**config.mk**
```make
export PLATFORM = sky130hd
export DESIGN_NAME = key_debounce_event_engine_top
export DESIGN_NICKNAME = d
export VERILOG_FILES = /design/src/design/kde_pkg.sv /design/src/design/kde_front.sv /design/src/design/kde_queue.sv /design/src/design/kde_back.sv /design/src/design/key_debounce_event_engine_top.sv
export SDC_FILE = /design/constraint.sdc
export NUM_CORES = 1
export LEC_CHECK = 0
export BUFFER_PORTS_ARGS = -buffer_cell sky130_fd_sc_hd__clkbuf_2
export CAP_MARGIN = 10
export CORE_MARGIN = 2
export CORE_UTILIZATION = 55
export CTS_CLUSTER_SIZE = 12
export DETAILED_ROUTE_END_ITERATION = 8
export PLACE_DENSITY_LB_ADDON = 0.12
export SLEW_MARGIN = 25
export SYNTH_ARGS = -nofsm -noshare
export SYNTH_HDL_FRONTEND = slang
export SYNTH_HIERARCHICAL = 1
export SYNTH_SLANG_ARGS = --single-unit
```
**constraint.sdc**
```tcl
create_clock -name clk -period 4.8 [get_ports clk]
set_input_delay 0.96 -clock clk [delete_from_list [all_inputs] [get_ports clk]]
set_output_delay 0.96 -clock clk [all_outputs]
set_load 0.01 [all_outputs]
```
**src/design/kde_pkg.sv**
```systemverilog
// Shared types, register map and helper functions of the key debounce event engine.
package kde_pkg;

	localparam int KEY_COUNT   = 3;
	localparam int QUEUE_DEPTH = 2;
	localparam int CFG_IDX_W   = 3;
	localparam int CFG_DATA_W  = 24;
	localparam int EVCNT_W     = 2;
	localparam logic [EVCNT_W-1:0] MAX_EVENTS = 2'd3;

	typedef logic [KEY_COUNT-1:0] keys_t;

	typedef enum logic [1:0] {
		EV_STATUS = 2'd0,
		EV_UP     = 2'd1,
		EV_DOWN   = 2'd2,
		EV_REPEAT = 2'd3
	} event_kind_t;

	typedef enum logic [CFG_IDX_W-1:0] {
		REG_HOLDOFF  = 3'd0,
		REG_DEBOUNCE = 3'd1,
		REG_REPEAT   = 3'd2,
		REG_SOURCE   = 3'd3,
		REG_KEY_EN   = 3'd4,
		REG_EVENT_EN = 3'd5,
		REG_IDLE_LVL = 3'd6,
		REG_TOUCH    = 3'd7
	} cfg_index_t;

	localparam int EN_UP     = 0;
	localparam int EN_DOWN   = 1;
	localparam int EN_REPEAT = 2;

	typedef struct packed {
		logic [15:0] holdoff_ms;
		logic [9:0]  debounce_ms;
		logic [9:0]  repeat_ms;
		logic        source_mode;
		keys_t       key_enable_mask;
		logic [2:0]  event_enable;
		logic [23:0] idle_levels;
		logic [7:0]  touched_level;
	} cfg_t;

	localparam cfg_t CFG_RESET = '{
		holdoff_ms:      16'd0,
		debounce_ms:     10'd70,
		repeat_ms:       10'd25,
		source_mode:     1'b0,
		key_enable_mask: 3'd0,
		event_enable:    3'd0,
		idle_levels:     24'd0,
		touched_level:   8'd0
	};

	// One classified tick: keys to report per event kind, and the pressed mask after it.
	typedef struct packed {
		keys_t up_keys;
		keys_t down_keys;
		keys_t rep_keys;
		keys_t pressed;
	} entry_t;

	function automatic keys_t lowest_bit(input keys_t m);
		return m & (~m + keys_t'(1));
	endfunction

	function automatic logic [1:0] first_index(input keys_t m);
		logic [1:0] idx;
		idx = 2'd0;
		for (int i = KEY_COUNT - 1; i >= 0; i--) begin
			if (m[i]) begin
				idx = 2'(i);
			end
		end
		return idx;
	endfunction

endpackage

```
**src/design/kde_front.sv**
```systemverilog
// Front end: debounce, hold-off and repeat timing; classifies each tick into an entry.
module kde_front (
	input  logic           clk,
	input  logic           arst_n,
	input  kde_pkg::cfg_t  cfg,
	input  logic           in_valid,
	input  logic [31:0]    now_ms,
	input  logic [2:0]     raw_keys,
	output kde_pkg::entry_t entry
);
	import kde_pkg::*;

	keys_t       cand_keys_q;
	logic        cand_settled_q;
	logic [31:0] cand_time_q;
	keys_t       acc_keys_q;
	logic [31:0] holdoff_start_q;
	logic        holdoff_valid_q;
	logic [31:0] last_event_q;

	logic        holdoff_hit;
	keys_t       sample;
	logic        changed;
	logic [31:0] deb_elapsed;
	logic        settle_now;
	logic        apply;
	logic [9:0]  rep_ivl;
	logic        rep_fire;
	keys_t       new_acc;

	always_comb begin
		holdoff_hit = holdoff_valid_q &&
			((now_ms - holdoff_start_q) <= {16'd0, cfg.holdoff_ms});
		sample      = cfg.source_mode ? lowest_bit(raw_keys & cfg.key_enable_mask) : raw_keys;
		changed     = sample != cand_keys_q;
		deb_elapsed = changed ? 32'd0 : (now_ms - cand_time_q);
		settle_now  = (changed || !cand_settled_q) && (deb_elapsed >= {22'd0, cfg.debounce_ms});
		apply       = !holdoff_hit && settle_now && (sample != acc_keys_q);
		rep_ivl     = (cfg.repeat_ms == 10'd0) ? 10'd1 : cfg.repeat_ms;
		rep_fire    = !holdoff_hit && !apply && cfg.event_enable[EN_REPEAT] &&
			(acc_keys_q != '0) && ((now_ms - last_event_q) >= {22'd0, rep_ivl});
		new_acc     = apply ? sample : acc_keys_q;

		entry.up_keys   = (apply && cfg.event_enable[EN_UP]) ? (acc_keys_q & ~sample) : '0;
		entry.down_keys = (apply && cfg.event_enable[EN_DOWN]) ? (~acc_keys_q & sample) : '0;
		entry.rep_keys  = rep_fire ? acc_keys_q : '0;
		entry.pressed   = new_acc;
	end

	always_ff @(posedge clk or negedge arst_n) begin
		if (!arst_n) begin
			cand_keys_q     <= '0;
			cand_settled_q  <= 1'b0;
			cand_time_q     <= '0;
			acc_keys_q      <= '0;
			holdoff_start_q <= '0;
			holdoff_valid_q <= 1'b0;
			last_event_q    <= '0;
		end else if (in_valid && !holdoff_hit) begin
			cand_keys_q    <= sample;
			cand_settled_q <= settle_now || (!changed && cand_settled_q);
			if (changed) begin
				cand_time_q <= now_ms;
			end
			acc_keys_q <= new_acc;
			if (apply && (sample == '0)) begin
				holdoff_start_q <= now_ms;
				holdoff_valid_q <= 1'b1;
			end
			if (apply || rep_fire) begin
				last_event_q <= now_ms;
			end
		end
	end

endmodule

```
**src/design/kde_queue.sv**
```systemverilog
// Short entry queue between the front end and the result sequencer.
module kde_queue (
	input  logic            clk,
	input  logic            arst_n,
	input  logic            wr_en,
	input  kde_pkg::entry_t wr_entry,
	output logic            q_full,
	input  logic            rd_en,
	output logic            q_avail,
	output kde_pkg::entry_t rd_entry
);
	import kde_pkg::*;

	localparam int PTR_W = (QUEUE_DEPTH > 1) ? $clog2(QUEUE_DEPTH) : 1;
	localparam int CNT_W = $clog2(QUEUE_DEPTH + 1);

	entry_t             mem_q [QUEUE_DEPTH];
	logic [PTR_W-1:0]   wr_ptr_q;
	logic [PTR_W-1:0]   rd_ptr_q;
	logic [CNT_W-1:0]   count_q;

	assign q_full   = count_q == CNT_W'(QUEUE_DEPTH);
	assign q_avail  = count_q != '0;
	assign rd_entry = mem_q[rd_ptr_q];

	always_ff @(posedge clk) begin
		if (wr_en) begin
			mem_q[wr_ptr_q] <= wr_entry;
		end
	end

	always_ff @(posedge clk or negedge arst_n) begin
		if (!arst_n) begin
			wr_ptr_q <= '0;
			rd_ptr_q <= '0;
			count_q  <= '0;
		end else begin
			if (wr_en) begin
				wr_ptr_q <= (wr_ptr_q == PTR_W'(QUEUE_DEPTH - 1)) ? '0 : wr_ptr_q + PTR_W'(1);
			end
			if (rd_en) begin
				rd_ptr_q <= (rd_ptr_q == PTR_W'(QUEUE_DEPTH - 1)) ? '0 : rd_ptr_q + PTR_W'(1);
			end
			count_q <= count_q + CNT_W'(wr_en) - CNT_W'(rd_en);
		end
	end

endmodule

```
**src/design/kde_back.sv**
```systemverilog
// Result sequencer: expands an entry into event words and a closing status word.
module kde_back (
	input  logic            clk,
	input  logic            arst_n,
	input  kde_pkg::cfg_t   cfg,
	input  logic            q_avail,
	input  kde_pkg::entry_t q_entry,
	output logic            q_rd,
	output logic            empty,
	input  logic            pop,
	output logic [1:0]      event_kind,
	output logic [1:0]      key_index,
	output logic [2:0]      pressed_keys,
	output logic [7:0]      led0_duty,
	output logic [7:0]      led1_duty,
	output logic [7:0]      led2_duty,
	output logic            last_item
);
	import kde_pkg::*;

	entry_t              cur_q;
	logic                cur_valid_q;
	logic [EVCNT_W-1:0]  n_q;

	logic                out_valid_q;
	event_kind_t         out_kind_q;
	logic [1:0]          out_key_q;
	keys_t               out_pressed_q;
	logic [7:0]          out_duty_q [3];
	logic                out_last_q;

	logic                can_emit;
	logic                emit;
	logic                room;
	event_kind_t         sel_kind;
	keys_t               sel_mask;
	entry_t              cur_next;
	logic [7:0]          duty [3];

	always_comb begin
		can_emit = !out_valid_q || pop;
		emit     = can_emit && cur_valid_q;
		room     = n_q != MAX_EVENTS;
		cur_next = cur_q;
		sel_mask = '0;
		priority if (room && (cur_q.up_keys != '0)) begin
			sel_kind         = EV_UP;
			sel_mask         = cur_q.up_keys;
			cur_next.up_keys = cur_q.up_keys & (cur_q.up_keys - keys_t'(1));
		end else if (room && (cur_q.down_keys != '0)) begin
			sel_kind           = EV_DOWN;
			sel_mask           = cur_q.down_keys;
			cur_next.down_keys = cur_q.down_keys & (cur_q.down_keys - keys_t'(1));
		end else if (room && (cur_q.rep_keys != '0)) begin
			sel_kind          = EV_REPEAT;
			sel_mask          = cur_q.rep_keys;
			cur_next.rep_keys = cur_q.rep_keys & (cur_q.rep_keys - keys_t'(1));
		end else begin
			sel_kind = EV_STATUS;
		end
		q_rd = q_avail && (!cur_valid_q || (emit && (sel_kind == EV_STATUS)));
		for (int i = 0; i < 3; i++) begin
			duty[i] = 8'd255 - (cur_q.pressed[i] ? cfg.touched_level : cfg.idle_levels[8*i +: 8]);
		end
	end

	always_ff @(posedge clk or negedge arst_n) begin
		if (!arst_n) begin
			cur_valid_q <= 1'b0;
			n_q         <= '0;
			out_valid_q <= 1'b0;
		end else begin
			if (q_rd) begin
				cur_valid_q <= 1'b1;
				n_q         <= '0;
			end else if (emit) begin
				if (sel_kind == EV_STATUS) begin
					cur_valid_q <= 1'b0;
					n_q         <= '0;
				end else begin
					n_q <= n_q + EVCNT_W'(1);
				end
			end
			if (emit) begin
				out_valid_q <= 1'b1;
			end else if (pop) begin
				out_valid_q <= 1'b0;
			end
		end
	end

	always_ff @(posedge clk) begin
		if (q_rd) begin
			cur_q <= q_entry;
		end else if (emit) begin
			cur_q <= cur_next;
		end
		if (emit) begin
			out_kind_q    <= sel_kind;
			out_key_q     <= (sel_kind == EV_STATUS) ? 2'd0 : first_index(sel_mask);
			out_pressed_q <= cur_q.pressed;
			out_duty_q    <= duty;
			out_last_q    <= sel_kind == EV_STATUS;
		end
	end

	assign empty        = !out_valid_q;
	assign event_kind   = out_kind_q;
	assign key_index    = out_key_q;
	assign pressed_keys = out_pressed_q;
	assign led0_duty    = out_duty_q[0];
	assign led1_duty    = out_duty_q[1];
	assign led2_duty    = out_duty_q[2];
	assign last_item    = out_last_q;

endmodule

```
**src/design/key_debounce_event_engine_top.sv**
```systemverilog
// Top level of the key debounce event engine: register file, front end, queue and sequencer.
//
// Each word pushed in is one poll tick (timestamp and raw three-key mask). The front end
// takes one tick per cycle while the queue is not full, runs debounce, hold-off and repeat
// timing on it in that same cycle and files the outcome in a two-entry queue; full rises
// only when that queue is full. The sequencer behind it hands out one result word per cycle
// through a single output register while that register is empty or popped: up to three
// event words (key up, then key down, then repeat, lowest key first, extras dropped) and
// always a closing status word with last_item set. A tick thus yields one to four result
// words; its first word passes the queue, the sequencer's entry register and the output
// register. Event and status words carry the pressed mask and LED duties as they stand
// after the tick. Write registers only while the block is drained; there is no read-back.
module key_debounce_event_engine_top (
	input  logic        clk,
	input  logic        arst_n,
	input  logic        cfg_wr_en,
	input  logic [2:0]  cfg_index,
	input  logic [23:0] cfg_data,
	input  logic        push,
	output logic        full,
	input  logic [31:0] now_ms,
	input  logic [2:0]  raw_keys,
	output logic        empty,
	input  logic        pop,
	output logic [1:0]  event_kind,
	output logic [1:0]  key_index,
	output logic [2:0]  pressed_keys,
	output logic [7:0]  led0_duty,
	output logic [7:0]  led1_duty,
	output logic [7:0]  led2_duty,
	output logic        last_item
);
	import kde_pkg::*;

	cfg_t   cfg_q;
	entry_t front_entry;
	entry_t q_entry;
	logic   in_valid;
	logic   q_full;
	logic   q_avail;
	logic   q_rd;

	// Register file: take each write in the cycle it arrives.
	always_ff @(posedge clk or negedge arst_n) begin
		if (!arst_n) begin
			cfg_q <= CFG_RESET;
		end else if (cfg_wr_en) begin
			unique case (cfg_index_t'(cfg_index))
				REG_HOLDOFF:  cfg_q.holdoff_ms      <= cfg_data[15:0];
				REG_DEBOUNCE: cfg_q.debounce_ms     <= cfg_data[9:0];
				REG_REPEAT:   cfg_q.repeat_ms       <= cfg_data[9:0];
				REG_SOURCE:   cfg_q.source_mode     <= cfg_data[0];
				REG_KEY_EN:   cfg_q.key_enable_mask <= cfg_data[2:0];
				REG_EVENT_EN: cfg_q.event_enable    <= cfg_data[2:0];
				REG_IDLE_LVL: cfg_q.idle_levels     <= cfg_data;
				REG_TOUCH:    cfg_q.touched_level   <= cfg_data[7:0];
				default:      cfg_q                 <= cfg_q;
			endcase
		end
	end

	// Accept a tick whenever the queue has room.
	assign full     = q_full;
	assign in_valid = push && !q_full;

	kde_front u_front (
		.clk      (clk),
		.arst_n   (arst_n),
		.cfg      (cfg_q),
		.in_valid (in_valid),
		.now_ms   (now_ms),
		.raw_keys (raw_keys),
		.entry    (front_entry)
	);

	kde_queue u_queue (
		.clk      (clk),
		.arst_n   (arst_n),
		.wr_en    (in_valid),
		.wr_entry (front_entry),
		.q_full   (q_full),
		.rd_en    (q_rd),
		.q_avail  (q_avail),
		.rd_entry (q_entry)
	);

	kde_back u_back (
		.clk          (clk),
		.arst_n       (arst_n),
		.cfg          (cfg_q),
		.q_avail      (q_avail),
		.q_entry      (q_entry),
		.q_rd         (q_rd),
		.empty        (empty),
		.pop          (pop),
		.event_kind   (event_kind),
		.key_index    (key_index),
		.pressed_keys (pressed_keys),
		.led0_duty    (led0_duty),
		.led1_duty    (led1_duty),
		.led2_duty    (led2_duty),
		.last_item    (last_item)
	);

endmodule
```
# Word level (Yosys, flattened, before mapping)

Memory sizes are Yosys's and may differ from the RTL's.
Cells that the tools add are included.

Bits in registers: 231
Memory bits (writable): 24
Input port bits: 67
Output and inout port bits: 34
Word-level logic and storage cells: 176
Memories kept: 1

Memories:

| name          | depth | width | rd ports | clocked after Yosys merged registers in | wr ports | RTL line        | source |
|---|---|---|---|---|---|---|---|
| u_queue.mem_q | 2     | 12    | 1        | 0                                       | 1        | kde_queue.sv:17 | `entry_t mem_q [QUEUE_DEPTH];` |

Add/subtract/negate cells: 15
$lt $le $gt $ge: 3
Equal/unequal tests: 13
Multiplexer cells: 37
Bitwise gates (word level): 10
Reduce and logical (&&, ||, !) cells: 64

Operators by type and width:

| cell                                                 | count |
|---|---|
| subtractor 32 bit                                    | 3 |
| greater-or-equal comparator 32 x 10 -> 1 bit         | 2 |
| two-way mux 3 bit                                    | 12 |
| <= comparator 32 x 16 -> 1 bit                       | 1 |
| two-way mux 32 bit                                   | 1 |
| AND reduction 2 bit                                  | 13 |
| two-way mux 12 bit                                   | 2 |
| two-way mux 8 bit                                    | 3 |
| subtractor 8 bit (first input constant)              | 3 |
| bitwise AND 3 bit                                    | 7 |
| logical AND 1 bit                                    | 20 |
| two-way mux 2 bit                                    | 7 |
| nonzero test 2 bit                                   | 7 |
| equality test 3 bit (second input constant)          | 4 |
| nonzero test 3 bit                                   | 4 |
| zero test 10 bit                                     | 1 |
| two-way mux 1 bit                                    | 10 |
| two-way mux 10 bit                                   | 1 |
| inverter 3 bit                                       | 3 |
| subtractor 3 x 1 -> 3 bit (second input constant)    | 3 |
| zero test 1 bit                                      | 7 |
| equality test 3 x 2 -> 1 bit (second input constant) | 2 |
| zero test 3 bit                                      | 2 |
| two-way mux 6 bit                                    | 1 |
| 15 further kinds                                     | 23 |

# Depth between registers and ports, before layout

Gate-level depths: netlist of run 1.

Depth after elaboration: 18
Mapped depth: 23

# Hierarchy

Netlist of run 1, hierarchy kept.

Modules (own cells, without submodules):

| module                        | instances | cells an instance | area each (um2) | seq. area each (um2) |
|---|---|---|---|---|
| kde_front                     | 1         | 1367              | 11228.3         | 2602.5 |
| key_debounce_event_engine_top | 1         | 168               | 2944.1          | 1884.3 |
| kde_back                      | 1         | 147               | 2143.3          | 1421.4 |
| kde_queue                     | 1         | 52                | 1099.8          | 820.8 |

# Worst setup path after synthesis of run 1

OpenSTA, ideal clock, no wires.

Path kind: input-to-reg
From: in now_ms[0]
To: reg u_front.holdoff_start_q[23]
Setup time: 0.127 ns
Data arrival time: 5.383 ns
Path slack: -0.711 ns
Stages on the path: 23
Path buffers: 2
Cell sequence: inv_1 -> ha_1 -> fa_1 -> nand2b_1 -> a21oi_1 -> o21ai_1 -> nand2_1 -> a31o_2 -> xor2_1 -> ha_1 -> a21oi_1 -> nand2_1 -> a21o_1 -> a2111oi_0 -> a21oi_1 -> nor4_1 -> o311ai_1 -> or4_4 -> and2_4 -> and4b_1 -> buf_2 -> buf_6 -> mux2_1

Cells in the longest elaborated chain, start to end: 8
Elaborated cells between the ends (all ways): 13

RTL lines:

| item                                                                              | RTL line                                          | source |
|---|---|---|
| start: declaration                                                                | key_debounce_event_engine_top.sv:21               | `input logic [31:0] now_ms,` |
| subtractor 32 bit (on tied branches)                                              | kde_front.sv:36, kde_front.sv:33                  |  |
| two-way mux 32 bit or <= comparator 32 x 16 -> 1 bit (tied branches)              | kde_front.sv:36, kde_front.sv:33                  |  |
| greater-or-equal comparator 32 x 10 -> 1 bit or logical AND 1 bit (tied branches) | kde_front.sv:37, kde_front.sv:32                  |  |
| logical AND 1 bit or zero test 1 bit (tied branches)                              | kde_front.sv:37, kde_front.sv:38, kde_front.sv:59 |  |
| logical AND 1 bit (2 in a row)                                                    | kde_front.sv:38                                   | `apply = !holdoff_hit && settle_now && (sample != acc_keys_q);` |
| logical AND 1 bit                                                                 | kde_front.sv:66                                   | `if (apply && (sample == '0)) begin` |
| AND reduction 2 bit (no source line) (*)                                          | -                                                 |  |
| end signal: assignment                                                            | kde_front.sv:67                                   | `holdoff_start_q <= now_ms;` |
| end: declaration                                                                  | kde_front.sv:17                                   | `logic [31:0] holdoff_start_q;` |

Every way passes the cells marked *; elsewhere a longest branch is shown, timed or not.
A chain may end at the register's enable or synchronous reset.

# Final worst setup path of run 1

From: in now_ms[1]
To: reg u_front.holdoff_start_q[27]

The elaborated chain is that of the path after synthesis.

==> key figures, run 1 <==
Synth
  – Avg Cell Area, Syn: 10.0 sq um
  – Syn Inst Count: 1734
  – Synth top area share: between 20% and 30%
  – FFs w/ async S/R, synth: 73.3%
  – Synth top area cells: dfrtp_1 (26%), edfxtp_1 (12%), ha_1 (9.9%), mux2_2 (5.9%), mux2_4 (4.1%)
  – Netlist cell types: slightly below 100
  – Dominant cell type by area after synthesis: dfrtp_1
  – Warnings, synthesis: 6
  – Seq/Total Area, Yosys: 38.6%
  – #FFs+latches synth: 255
  – Top FF cell, synth: dfrtp_1
  – Synth Cell Area: 0.0174 sq mm
  – Post-synth EDFFs: 68
  – Mapped Nets: a little under 2000

Timing
  – Slew headroom: 41.6%
  – Final setup viols: 103
  – Max Fclk: 195 MHz
  – Slew @ Worst Pin: 876 ps
  – Min cycle time layout: 5120 ps
  – Final setup margin: -316 ps
  – RSZ-0062 raised after global routing: true
  – Period utilization: 107%
  – Layout Skew: 25.1 ps
  – Final Slew Violations: 0
  – TNS Setup: -23380 ps
  – Final hold viol count: 0

Clocking
  – CTS Hold Bufs: 0
  – CTS H-tree depth: 1
  – CTS Sinks: 255
  – CTS Buffer Depth: 3
  – Root buffer cell: clkbuf_16
  – Worst-path clk slew: 60 ps
  – Number of buffers created by CTS: 27
  – CTS tree: yes
  – Latest clock arrival within the worst-skew pair: 550 ps

Setup path
  – Startpoint Class: primary input
  – Critical path endpoint category: register
  – R2R setup slack: -170 ps
  – Worst reg2reg startpoint: u_front/cand_time_q[1]
  – Worst setup startpoint: now_ms[1]
  – Worst EP required: 5210 ps
  – Register-to-Register Path Depth: 23
  – CP Max Fanout: 7
  – Critical path class: in -> reg
  – Reg-to-reg critical path endpoint: u_front/holdoff_start_q[27]
  – Arrival time at the worst endpoint: 5530 ps

Global route
  – Total gr overflow: 0
  – Gr usage total: 27.9%
  – Antenna violations before repair: 0
  – Largest net degree at the start of global routing: 103
  – First-pass GRT wire length: 74000 um
  – Number of global-route vias before repair: approximately 15000

Outcome
  – Outcome: complete, but fails checks
  – Failing checks: negative setup slack

Hold path
  – Hold_sp: u_front/holdoff_valid_q
  – Hold depth: 1
  – Worst hold path endpoint: u_front/holdoff_valid_q
  – HP Class: reg -> reg

Finish
  – Layout area overhead: 27.2%
  – FILL cells: 2365
  – Area occupied by multi-input gates: roughly 0.010 sq mm
  – Most frequent cells in the layout: buf_4 (297), dfrtp_1 (181), inv_1 (174), ha_1 (122), nand2_1 (119)
  – Ant. Diodes: 0
  – Final Util: 70.6%
  – Fin nets: 2328
  – Share of layout cells above drive strength 1: 34.2%
  – Flip-flop and latch area: 0.00673 sq mm
  – Most common cell after layout, fill and taps aside: buf_4

Floorplan
  – Core area: 0.0314 sq mm
  – Die Span X: 182 um
  – Num rows: 65
  – Die Y: 182 um
  – IO Count: 101
  – Die area: 0.0331 sq mm
  – Initial Utilization: 55.5%

Placed design
  – Routability congestion estimate: between 0.9 and 1
  – Port Buffers: 100
  – DPL Wire Length: 36000 um

Power and ir drop
  – Leakage: 10.2 nW
  – VDD IR max: 0.000438 V
  – Power per cell area: 676 mW/mm^2

Drt
  – DRT iter0 DRCs: 816
  – ANT nets after route: 0
  – Vias post-DR: around 14000
  – Vias per inst: roughly 5.7
  – Avg WL per Cell: 18.7 um
  – Detailed Routing Iterations Pass 1: 5
  – Drc violations: 0
  – WL final: between 40000 and 50000 um

Job
  – Max Cap Viol: 0
final cells by class:
| class | instances | share of cell area [%] |
|---|---|---|
| Sequential cell | 255 | 30.4 |
| Inverter | 177 | 3.07 |
| Multi-Input combinational cell | 1240 | 46.3 |
| Clock buffer | 42 | 3.53 |
| Tap cell | 402 | 2.27 |
| Timing Repair Buffer | 419 | 14.3 |
| Clock inverter | 5 | 0.158 |
sequential cells by signal, indices dropped and copies added, names as in the netlist, 2 cells and up:
| signal | cells |
|---|---|
| u_front/cand_time_q | 32 |
| u_front/cand_keys_q | 3 |
| u_back/led1_duty | 8 |
| u_back/n_q | 2 |
| u_front/last_event_q | 32 |
| u_back/pressed_keys | 3 |
| u_queue/count_q | 2 |
| u_back/led2_duty | 8 |
| u_back/cur_q | 9 |
| u_front/acc_keys_q | 3 |
| u_front/holdoff_start_q | 32 |
| cfg_q | 75 |
| u_back/event_kind | 2 |
| u_back/cur_next | 3 |
| u_queue/mem_q | 24 |
| u_back/key_index | 2 |
| u_back/led0_duty | 8 |
cell usage after synthesis (10+ instances only):
cell type,count
ha_1,138
nor4_1,11
nor2_1,72
xor2_1,24
nor2b_1,12
nand2_1,124
a21oi_1,120
o21a_1,26
mux2_2,92
dfrtp_1,181
mux2i_1,52
a31oi_1,20
o211ai_1,14
mux2_4,48
nand4_1,28
o21ai_0,101
nand3_1,38
nand2b_1,18
and2_1,10
a21o_1,31
mux2_1,14
buf_2,13
xnor2_1,32
edfxtp_1,68
inv_1,177
nor3_1,27
clkbuf_1,34
and3_1,17
power breakdown:
group | leakage, nW | internal, mW | total, mW | switching (mW)
clock | 0.398 | 1.11 | 1.95 | 0.833
combinational | 6.91 | 4.68 | 9.47 | 4.79
sequential | 2.91 | 3.08 | 3.56 | 0.478
through the flow:
| step | total power, mW | setup WS, ps | area [sq um] | std cells | hold slack, ps |
|---|---|---|---|---|---|
| after floorplan | 9.09 | -260 | 17700 | 1734 | 424 |
| after global placement | 12.1 | -996 | 20500 | 2464 | 455 |
| after detailed placement | 12.3 | -1140 | 20500 | 2464 | 459 |
| after CTS | 14.6 | -250 | 21700 | 2524 | 488 |
| after global routing | 16.1 | -458 | 22200 | 2540 | 507 |
| final | 15.0 | -316 | 22200 | 2540 | 488 |
cells by family (layout without fill, tap and decap cells):
logic type	Yosys count	count (layout)	share of synthesized area, %
muxes	206	206	14.0
buffers and inverters	239	643	5.98
xor gates and xnor gates	57	57	2.95
adders and majority gates	141	141	10.3
and+or+nand+nor	404	404	12.0
AOI/OAI and AO/OA	432	432	16.2
DFF	255	255	38.6
critical path, stage by stage:
cell and delay [ps]:
buf_12 110, buf_4 140, ha_4 240, nor2b_4 130, o2111ai_2 190, nand3_2 150, a31oi_4 170, o21bai_1 110
a21oi_1 210, xor2_1 230, nor2_1 80, ha_2 200, nor3_2 100, o21ai_1 90, o22a_2 290, a211o_1 240
or4_4 430, nor4_4 150, nand4_1 210, buf_4 200, o21ai_2 120, and4b_4 310, clkbuf_16 200, mux2_4 290
how the worst max path moves through the flow:
stage                     slack, ps  cells after the start                          end
after floorplan                -260                     22  u_front/holdoff_start_q[23]
after global placement        -1000                     22  u_front/holdoff_start_q[11]
after detailed placement      -1140                     22  u_front/holdoff_start_q[11]
after CTS                      -250                     22     u_front/last_event_q[11]
after global routing           -460                     24  u_front/holdoff_start_q[27]
final                          -320                     24  u_front/holdoff_start_q[27]
repair_timing:
action | 4_1_cts | 5_1_grt
cloned | 2 | 5
pin swaps | 24 | 41
gates resized for setup | 44 | 48
setup buffers | 12 | 11
endpoints found under the setup margin | 128 | 128
layer usage:
layer | vias up | track usage, % | part of all wire [%]
li1 | 7086 | - | -
met1 | 6982 | 37.3 | 45
met2 | 334 | 47.0 | 48
met3 | 90 | 3.73 | 4.2
met4 | 0 | 9.03 | 3.1
met5 | - | 0 | 0
Power figures use the tool's default switching activity.
==> run 2, diff against run 1 <==
Settings changed: SYNTH_HIERARCHICAL 1 to not set.
==> run 2 against run 1 <==
  * Routed wire length up 3.0%
  * Largest cell class unchanged
  * Fmax up 2.6%
  * Total power up 0.31%
  * Final cell count down 1.3%
  * The run still ends with negative setup slack left
  * Non-clock buffer count down 36
  * Largest power group unchanged
==> key figures, run 2 <==
Synth
  – Post-synth EDFFs: 68 (unchanged)
  – Top FF cell, synth: dfrtp_1
  – XOR/XNOR share of the synthesized area: 2.99% (+0.034 points)
  – Avg Cell Area, Syn: 9.78 sq um (-2.6%)
  – Synth top cells by count: dfrtp_1 (181), inv_1 (164), ha_1 (138), nand2_1 (138)
  – Post-synthesis adder-cell area fraction: 10.5% (+0.25 points)
  – FFs w/ async S/R, synth: 73.3% (unchanged)
  – Netlist cell types: 88 (-10%)
  – Most frequent cell after synthesis: dfrtp_1
  – Dominant cell type by area after synthesis: dfrtp_1
  – Synth Area in Compound Gates: 16.5% (+0.34 points)
  – Synth top area share: 26.6% (+0.63 points)
  – Synth Cell Area: 0.0170 sq mm (-2.3%)
  – Largest family of logic cells by synthesized area: compound AO/OA/AOI/OAI gates
  – #FFs+latches synth: 255 (unchanged)
  – Warnings, synthesis: 0 (-6)
  – Mux share of post-synthesis cell area: 11.9% (-2.1 points)
  – Seq/Total Area, Yosys: 39.6% (+0.93 points)
  – Synth top area cells: dfrtp_1 (27%), edfxtp_1 (12%), ha_1 (10%), mux2_2 (7.0%), inv_1 (3.6%)
  – Mapped Nets: 1947 (+0.26%)
  – Syn Inst Count: 1739 (+0.29%)
  – Post-Synth Simple-Gate Area: 13.1% (+1.1 points)

Power and ir drop
  – Leakage: 10.2 nW (-0.53%)
  – Clock Power Share: 14.8% (+1.8 points)
  – Power per cell area: 692 mW/mm^2 (+2.3%)
  – Internal power: 8.97 mW (+1.1%)
  – P_sw: 6.05 mW (-0.82%)
  – Seq pwr share: 23.8% (about the same)
  – Sw frac: 40.3% (-0.46 points)
  – Combinational Power Share: 61.4% (-1.8 points)
  – VDD IR max: 0.000431 V (-1.5%)

Timing
  – Slew @ Worst Pin: 904 ps (+28.1 ps)
  – Final setup viols: 103 (unchanged)
  – Final Slew Violations: 0 (unchanged)
  – Final hold viol count: 0 (unchanged)
  – RSZ-0062 raised after global routing: true
  – Layout Skew: 15.4 ps (-9.66 ps)
  – Slew headroom: 39.4% (-2.2 points)
  – Max Fclk: 201 MHz (+2.6%)
  – Final setup margin: -186 ps (+130 ps)
  – Period utilization: 104% (-2.7 points)
  – Min cycle time layout: 4990 ps (-130 ps)

Drt
  – Detailed Routing Iterations Pass 1: 5 (unchanged)
  – Max layer used: met4
  – Drc violations: 0 (unchanged)
  – Vias per inst: 5.86 (+2.7%)
  – WL met2: 23700 um (+4.2%)
  – Met1 Wirelength: 21300 um (+0.81%)
  – ANT nets after route: 0 (unchanged)
  – Avg WL per Cell: 19.5 um (+4.4%)
  – DRT iter0 DRCs: 956 (+17%)
  – WL met3: 2180 um (+8.3%)
  – WL final: 48800 um (+3.0%)
  – Vias post-DR: 14681 (+1.3%)

Floorplan
  – Initial Utilization: 55.7% (+0.27 points)
  – Num rows: 64 (-1.5%)
  – Core area: 0.0305 sq mm (-2.8%)
  – Die area: 0.0323 sq mm (-2.3%)
  – Die Span X: 180 um (-1.2%)
  – IO Count: 101 (unchanged)
  – Die Y: 180 um (-1.2%)

Placed design
  – Routability congestion estimate: 0.949 (+4.2%)
  – Port Buffers: 100 (unchanged)
  – DPL Wire Length: 36500 um (+1.5%)
  – Post-place setup slack: -865 ps (+279 ps)

Clocking
  – CTS Hold Bufs: 0 (unchanged)
  – Root buffer cell: clkbuf_16
  – Latest clock arrival within the worst-skew pair: 560 ps (about the same)
  – CTS Sinks: 255 (unchanged)
  – Number of buffers created by CTS: 28 (+3.7%)
  – CTS H-tree depth: 1 (unchanged)
  – CTS Buffer Depth: 3 (unchanged)
  – CTS tree: yes
  – Worst-path clk slew: 60 ps (about the same)

Global route
  – Antenna violations before repair: 0 (unchanged)
  – Gr usage total: 29.3% (+1.5 points)
  – First-pass GRT wire length: 76600 um (+3.5%)
  – Total gr overflow: 0 (unchanged)
  – Number of global-route vias before repair: 14713 (+0.88%)
  – Largest net degree at the start of global routing: 99 (-3.9%)

Setup path
  – Worst EP required: 5240 ps (+30 ps)
  – Worst reg2reg startpoint: u_front.holdoff_start_q[1]
  – Register-to-Register Path Depth: 23 (unchanged)
  – Reg-to-reg critical path endpoint: u_front.last_event_q[11]
  – CP Max Fanout: 5 (-2)
  – Startpoint Class: primary input
  – Arrival time at the worst endpoint: 5430 ps (-100 ps)
  – Critical path class: in -> reg
  – Critical path endpoint category: register
  – R2R setup slack: -60 ps (+110 ps)

Finish
  – Fin nets: 2296 (-1.4%)
  – Most frequent cells in the layout: buf_4 (262), dfrtp_1 (181), inv_1 (161), nand2_1 (137), ha_1 (125)
  – Max reg flops: 75 (unchanged)
  – Layout area overhead: 27.8%
  – Share of layout cells above drive strength 1: 30.9% (-3.2 points)
  – Biggest register: cfg_q
  – Most common cell after layout, fill and taps aside: buf_4
  – Final Util: 71.2% (+0.66 points)
  – Ant. Diodes: 0 (unchanged)

Outcome
  – Failing checks: negative setup slack
  – Outcome: complete, but fails checks

Job
  – Max Cap Viol: 0 (unchanged)

Hold path
  – HP Class: in -> async
-- run 2: cell count changes after synthesis, moves of 9 or more --
cell / delta
mux2_4: -48
mux2_1: +16
clkbuf_1: +15
mux2_2: +14
nand2_1: +14
inv_1: -13
nor2_1: +10
o21ai_0: +10
a21oi_1: -9
a31oi_1: -9
buf_2: -9
-- run 2: power by group through the flow --
| stage | combinational, mW | clock (mW) | sequential, mW |
|---|---|---|---|
| 2_1_floorplan | 5.44 | 0 | 3.44 |
| 3_3_place_gp | 8.17 | 0 | 3.55 |
| 3_5_place_dp | 8.33 | 0 | 3.58 |
| 4_1_cts | 8.80 | 2.25 | 3.56 |
| 5_1_grt | 10.0 | 2.35 | 3.67 |
| 6_report | 9.23 | 2.22 | 3.58 |
-- run 2: worst max-delay path, cell delays in order --
cell	delay, ps
clkbuf_16	120
inv_12	40
ha_4	150
fa_2	390
nor2b_2	160
o211ai_1	130
a31o_1	310
o211ai_1	240
xor2_1	170
ha_1	250
nand4_1	220
nor2_1	100
a22oi_2	220
a22oi_2	110
a2111o_1	310
nor3_2	150
nand4_1	170
buf_4	200
o31ai_4	190
o21bai_4	210
buf_6	170
clkbuf_16	160
mux2_4	300
-- run 2: timing repair --
action                                  CTS  global route
endpoints found under the setup margin  118           125
gates cloned                              4             3
pin swaps                                21            42
setup buffers                            16             6
gates resized for setup                  60            45
endpoints found under the hold margin     0             0
-- run 2: stage by stage --
stage / hold WS [ps] / cells / setup TNS (ps) / area [sq um] / power [mW]
5_1_grt: 514 / 2506 / -27730 / 21700 / 16.1
6_report: 468 / 2506 / -12500 / 21700 / 15.0
3_5_place_dp: 470 / 2426 / -92870 / 20000 / 11.9
3_3_place_gp: 457 / 2426 / -80220 / 20000 / 11.7
4_1_cts: 485 / 2497 / -3420 / 21400 / 14.6
2_1_floorplan: 424 / 1739 / -9170 / 17300 / 8.88
-- run 2: final cells by class --
cell class,instances,area [sq um]
multi-input cells,1256,10000
well taps,396,495
repair buffers,383,2900
clock inverters,8,130
flip-flops and latches,255,6730
fillers,2224,8780
inverters,164,628
clock buffers,44,811
-- run 2: cell families (layout without fill, tap and decap cells) --
| group | after synthesis | in the layout |
|---|---|---|
| AND/OR/NAND/NOR | 445 | 445 |
| AO/OA/AOI/OAI | 427 | 427 |
| flip-flops | 255 | 255 |
| buffers and inverters | 228 | 599 |
| multiplexers | 185 | 185 |
| adder cells (fa/ha/maj) | 141 | 141 |
| XOR/XNOR | 58 | 58 |
-- run 2: how the worst max path moves through the flow --
stage,from,endpoint,slack (ps),cells past startpoint
floorplan,now_ms[0],u_front.last_event_q[10],-190,22
global placement,now_ms[0],u_front.cand_time_q[0],-760,21
detailed placement,now_ms[0],u_front.cand_time_q[3],-860,21
CTS,now_ms[0],u_front.last_event_q[9],-90,23
global route,now_ms[1],u_front.last_event_q[17],-350,22
finish,now_ms[0],u_front.last_event_q[11],-190,23
-- run 2: per-layer routing --
layer | track usage (%) | vias up
li1 | - | 7036
met5 | 0 | -
met1 | 38.9 | 7197
met4 | 9.20 | 0
met3 | 3.10 | 89
met2 | 50.6 | 359
==> run 3, diff against run 2 <==
Settings changed: CORE_UTILIZATION 55 to 40, CTS_CLUSTER_SIZE 12 to 30.
==> run 3 against run 2 <==
  * The run still ends with negative setup slack left
  * Final cell count up 7.1%
  * Worst setup slack worse by 10 ps
  * Total power rose by 1.2%
  * Critical endpoint is now u_front.cand_time_q[9]
  * Largest cell class unchanged
  * Largest power group unchanged
==> key figures, run 3 (same netlist as run 2, synthesis figures left out) <==
Global route
  – Number of global-route vias before repair: 14501 (-1.4%)
  – Total gr overflow: 0 (unchanged)
  – First-pass GRT wire length: 77600 um (+1.3%)
  – Antenna violations before repair: 0 (unchanged)
  – Gr usage total: 22.3% (-7.0 points)
  – Largest net degree at the start of global routing: 78 (-21%)

Floorplan
  – IO Count: 101 (unchanged)
  – Initial Utilization: 40.5% (-15 points)
  – Die Y: 210 um (+17%)
  – Die Span X: 210 um (+17%)
  – Core area: 0.0419 sq mm (+37%)
  – Num rows: 75 (+17%)
  – Die area: 0.0442 sq mm (+37%)

Timing
  – Final setup margin: -196 ps (-10.4 ps)
  – RSZ-0062 raised after global routing: true
  – Layout Skew: 12.7 ps (-2.72 ps)
  – Hold slack: 382 ps (-86.8 ps)
  – Slew @ Worst Pin: 756 ps (-148 ps)
  – Max Fclk: 200 MHz (-0.21%)
  – Final Slew Violations: 0 (unchanged)
  – Final hold viol count: 0 (unchanged)
  – Slew headroom: 49.6% (+10 points)
  – Final setup viols: 122 (+18%)
  – Min cycle time layout: 5000 ps (+10.4 ps)
  – TNS Setup: -13450 ps (-949 ps)
  – Period utilization: 104% (+0.22 points)

Setup path
  – Startpoint Class: primary input
  – Worst EP required: 5260 ps (+20 ps)
  – Reg-to-reg critical path endpoint: u_front.cand_time_q[9]
  – Critical path class: in -> reg
  – Register-to-Register Path Depth: 20 (-13%)
  – Worst reg2reg startpoint: u_front.holdoff_start_q[0]
  – CP Max Fanout: 4 (-1)
  – R2R setup slack: -100 ps (-40 ps)
  – Arrival time at the worst endpoint: 5450 ps (+20 ps)
  – Critical path endpoint category: register

Clocking
  – Worst-path clk slew: 60 ps (about the same)
  – CTS Buffer Depth: 3 (unchanged)
  – CTS Sinks: 255 (unchanged)
  – Root buffer cell: clkbuf_16
  – CTS Hold Bufs: 0 (unchanged)
  – CTS tree: yes
  – CTS H-tree depth: 1 (unchanged)
  – Latest clock arrival within the worst-skew pair: 590 ps (+30 ps)
  – Number of buffers created by CTS: 31 (+11%)

Drt
  – Vias per inst: 5.40 (-7.8%)
  – Avg WL per Cell: 18.9 um (-3.2%)
  – ANT nets after route: 0 (unchanged)
  – DRT iter0 DRCs: 830 (-13%)
  – Drc violations: 0 (unchanged)
  – Detailed Routing Iterations Pass 1: 5 (unchanged)
  – WL final: 50700 um (+3.7%)
  – Vias post-DR: 14496 (-1.3%)

Power and ir drop
  – VDD IR max: 0.000362 V (-16%)
  – Sw frac: 39.9% (-0.38 points)
  – Leakage: 10.4 nW (+1.9%)
  – Clock Power Share: 15.8% (+1.0 points)
  – Internal power: 9.13 mW (+1.8%)
  – P_sw: 6.07 mW (+0.21%)
  – Seq pwr share: 23.4% (-0.4 points)
  – Total power: 15.2 mW (+1.2%)
  – Combinational Power Share: 60.8% (-0.6 points)
  – Power per cell area: 683 mW/mm^2 (-1.2%)

Finish
  – Max reg flops: 75 (unchanged)
  – Post-route insts no fill: 2685 (+7.1%)
  – Biggest register: cfg_q
  – Layout area overhead: 30.9%
  – Ant. Diodes: 0 (unchanged)
  – FILL cells: 3827 (+72%)
  – Fin nets: 2330 (+1.5%)
  – Share of layout cells above drive strength 1: 31.6% (+0.65 points)
  – Most frequent cells in the layout: buf_4 (281), dfrtp_1 (181), inv_1 (160), nand2_1 (138), ha_1 (132)
  – Most common cell after layout, fill and taps aside: buf_4

Placed design
  – Placed cells: 2597 (+7.0%)
  – Routability congestion estimate: 0.918 (-3.3%)
  – Port Buffers: 100 (unchanged)
  – DPL Wire Length: 39000 um (+6.8%)

Outcome
  – Failing checks: negative setup slack
  – Outcome: complete, but fails checks

Hold path
  – HP Class: in -> async

Job
  – Max Cap Viol: 0 (unchanged)
run 3: metal layers:
metal,up-vias,wire length [um],GRT usage [%]
met1,7039,23200,29.3
li1,7102,-,-
met2,269,24100,38.0
met4,0,1740,7.65
met5,-,0,0
met3,86,1630,2.74
run 3: worst max-delay path by stage:
stage | slack, ps | cells after the start | startpoint | end
5_1_grt | -350 | 22 | now_ms[0] | u_front.cand_time_q[9]
2_1_floorplan | -190 | 22 | now_ms[0] | u_front.last_event_q[10]
6_report | -200 | 22 | now_ms[0] | u_front.cand_time_q[9]
4_1_cts | -60 | 21 | now_ms[0] | u_front.cand_time_q[9]
3_5_place_dp | -880 | 21 | now_ms[0] | u_front.cand_time_q[5]
3_3_place_gp | -820 | 21 | now_ms[0] | u_front.cand_time_q[2]
run 3: repair_timing:
action,CTS,global route
pin swaps,26,23
buffers inserted,9,18
cloned,3,6
resized for setup,41,67
setup endpoints to repair,104,128
run 3: final cells by class:
type                    instances  area [sq um]  share of cell area [%]
clock inverters                19           216                   0.973
clock buffers                  38           832                    3.74
flip-flops and latches        255          6730                    30.2
inverters                     164           628                    2.82
repair buffers                414          3240                    14.5
multi-input cells            1256          9940                    44.7
well taps                     539           674                    3.03
run 3: stage by stage:
stage               instance area [sq um]  utilization (%)  setup WS (ps)
floorplan                           17300                -           -187
global placement                    20400             48.6           -822
detailed placement                  20400             48.6           -883
CTS                                 21800             51.9          -55.5
global route                        22300             53.1           -350
finish                              22300             53.1           -196
run 3: power groups by stage:
stage,registers (mW),clock network [mW],logic [mW]
2_1_floorplan,3.44,0,5.44
3_3_place_gp,3.55,0,8.45
3_5_place_dp,3.57,0,8.55
4_1_cts,3.54,2.47,8.89
5_1_grt,3.65,2.55,10.1
6_report,3.55,2.41,9.25
run 3: worst max-delay path, cell delays in order:
cell and delay [ps]:
clkbuf_16 120, inv_12 30, ha_4 160, fa_2 360, nor2b_2 140, o211ai_1 140, a31o_1 270, o31ai_4 290
xor2_1 100, ha_1 300, nand4_1 190, nor4_4 330, a22oi_2 160, a2111o_1 330, nor3_2 120, nand4_1 180
or3_4 460, nand3_4 110, buf_12 120, buf_16 110, buf_8 120, mux2_1 310
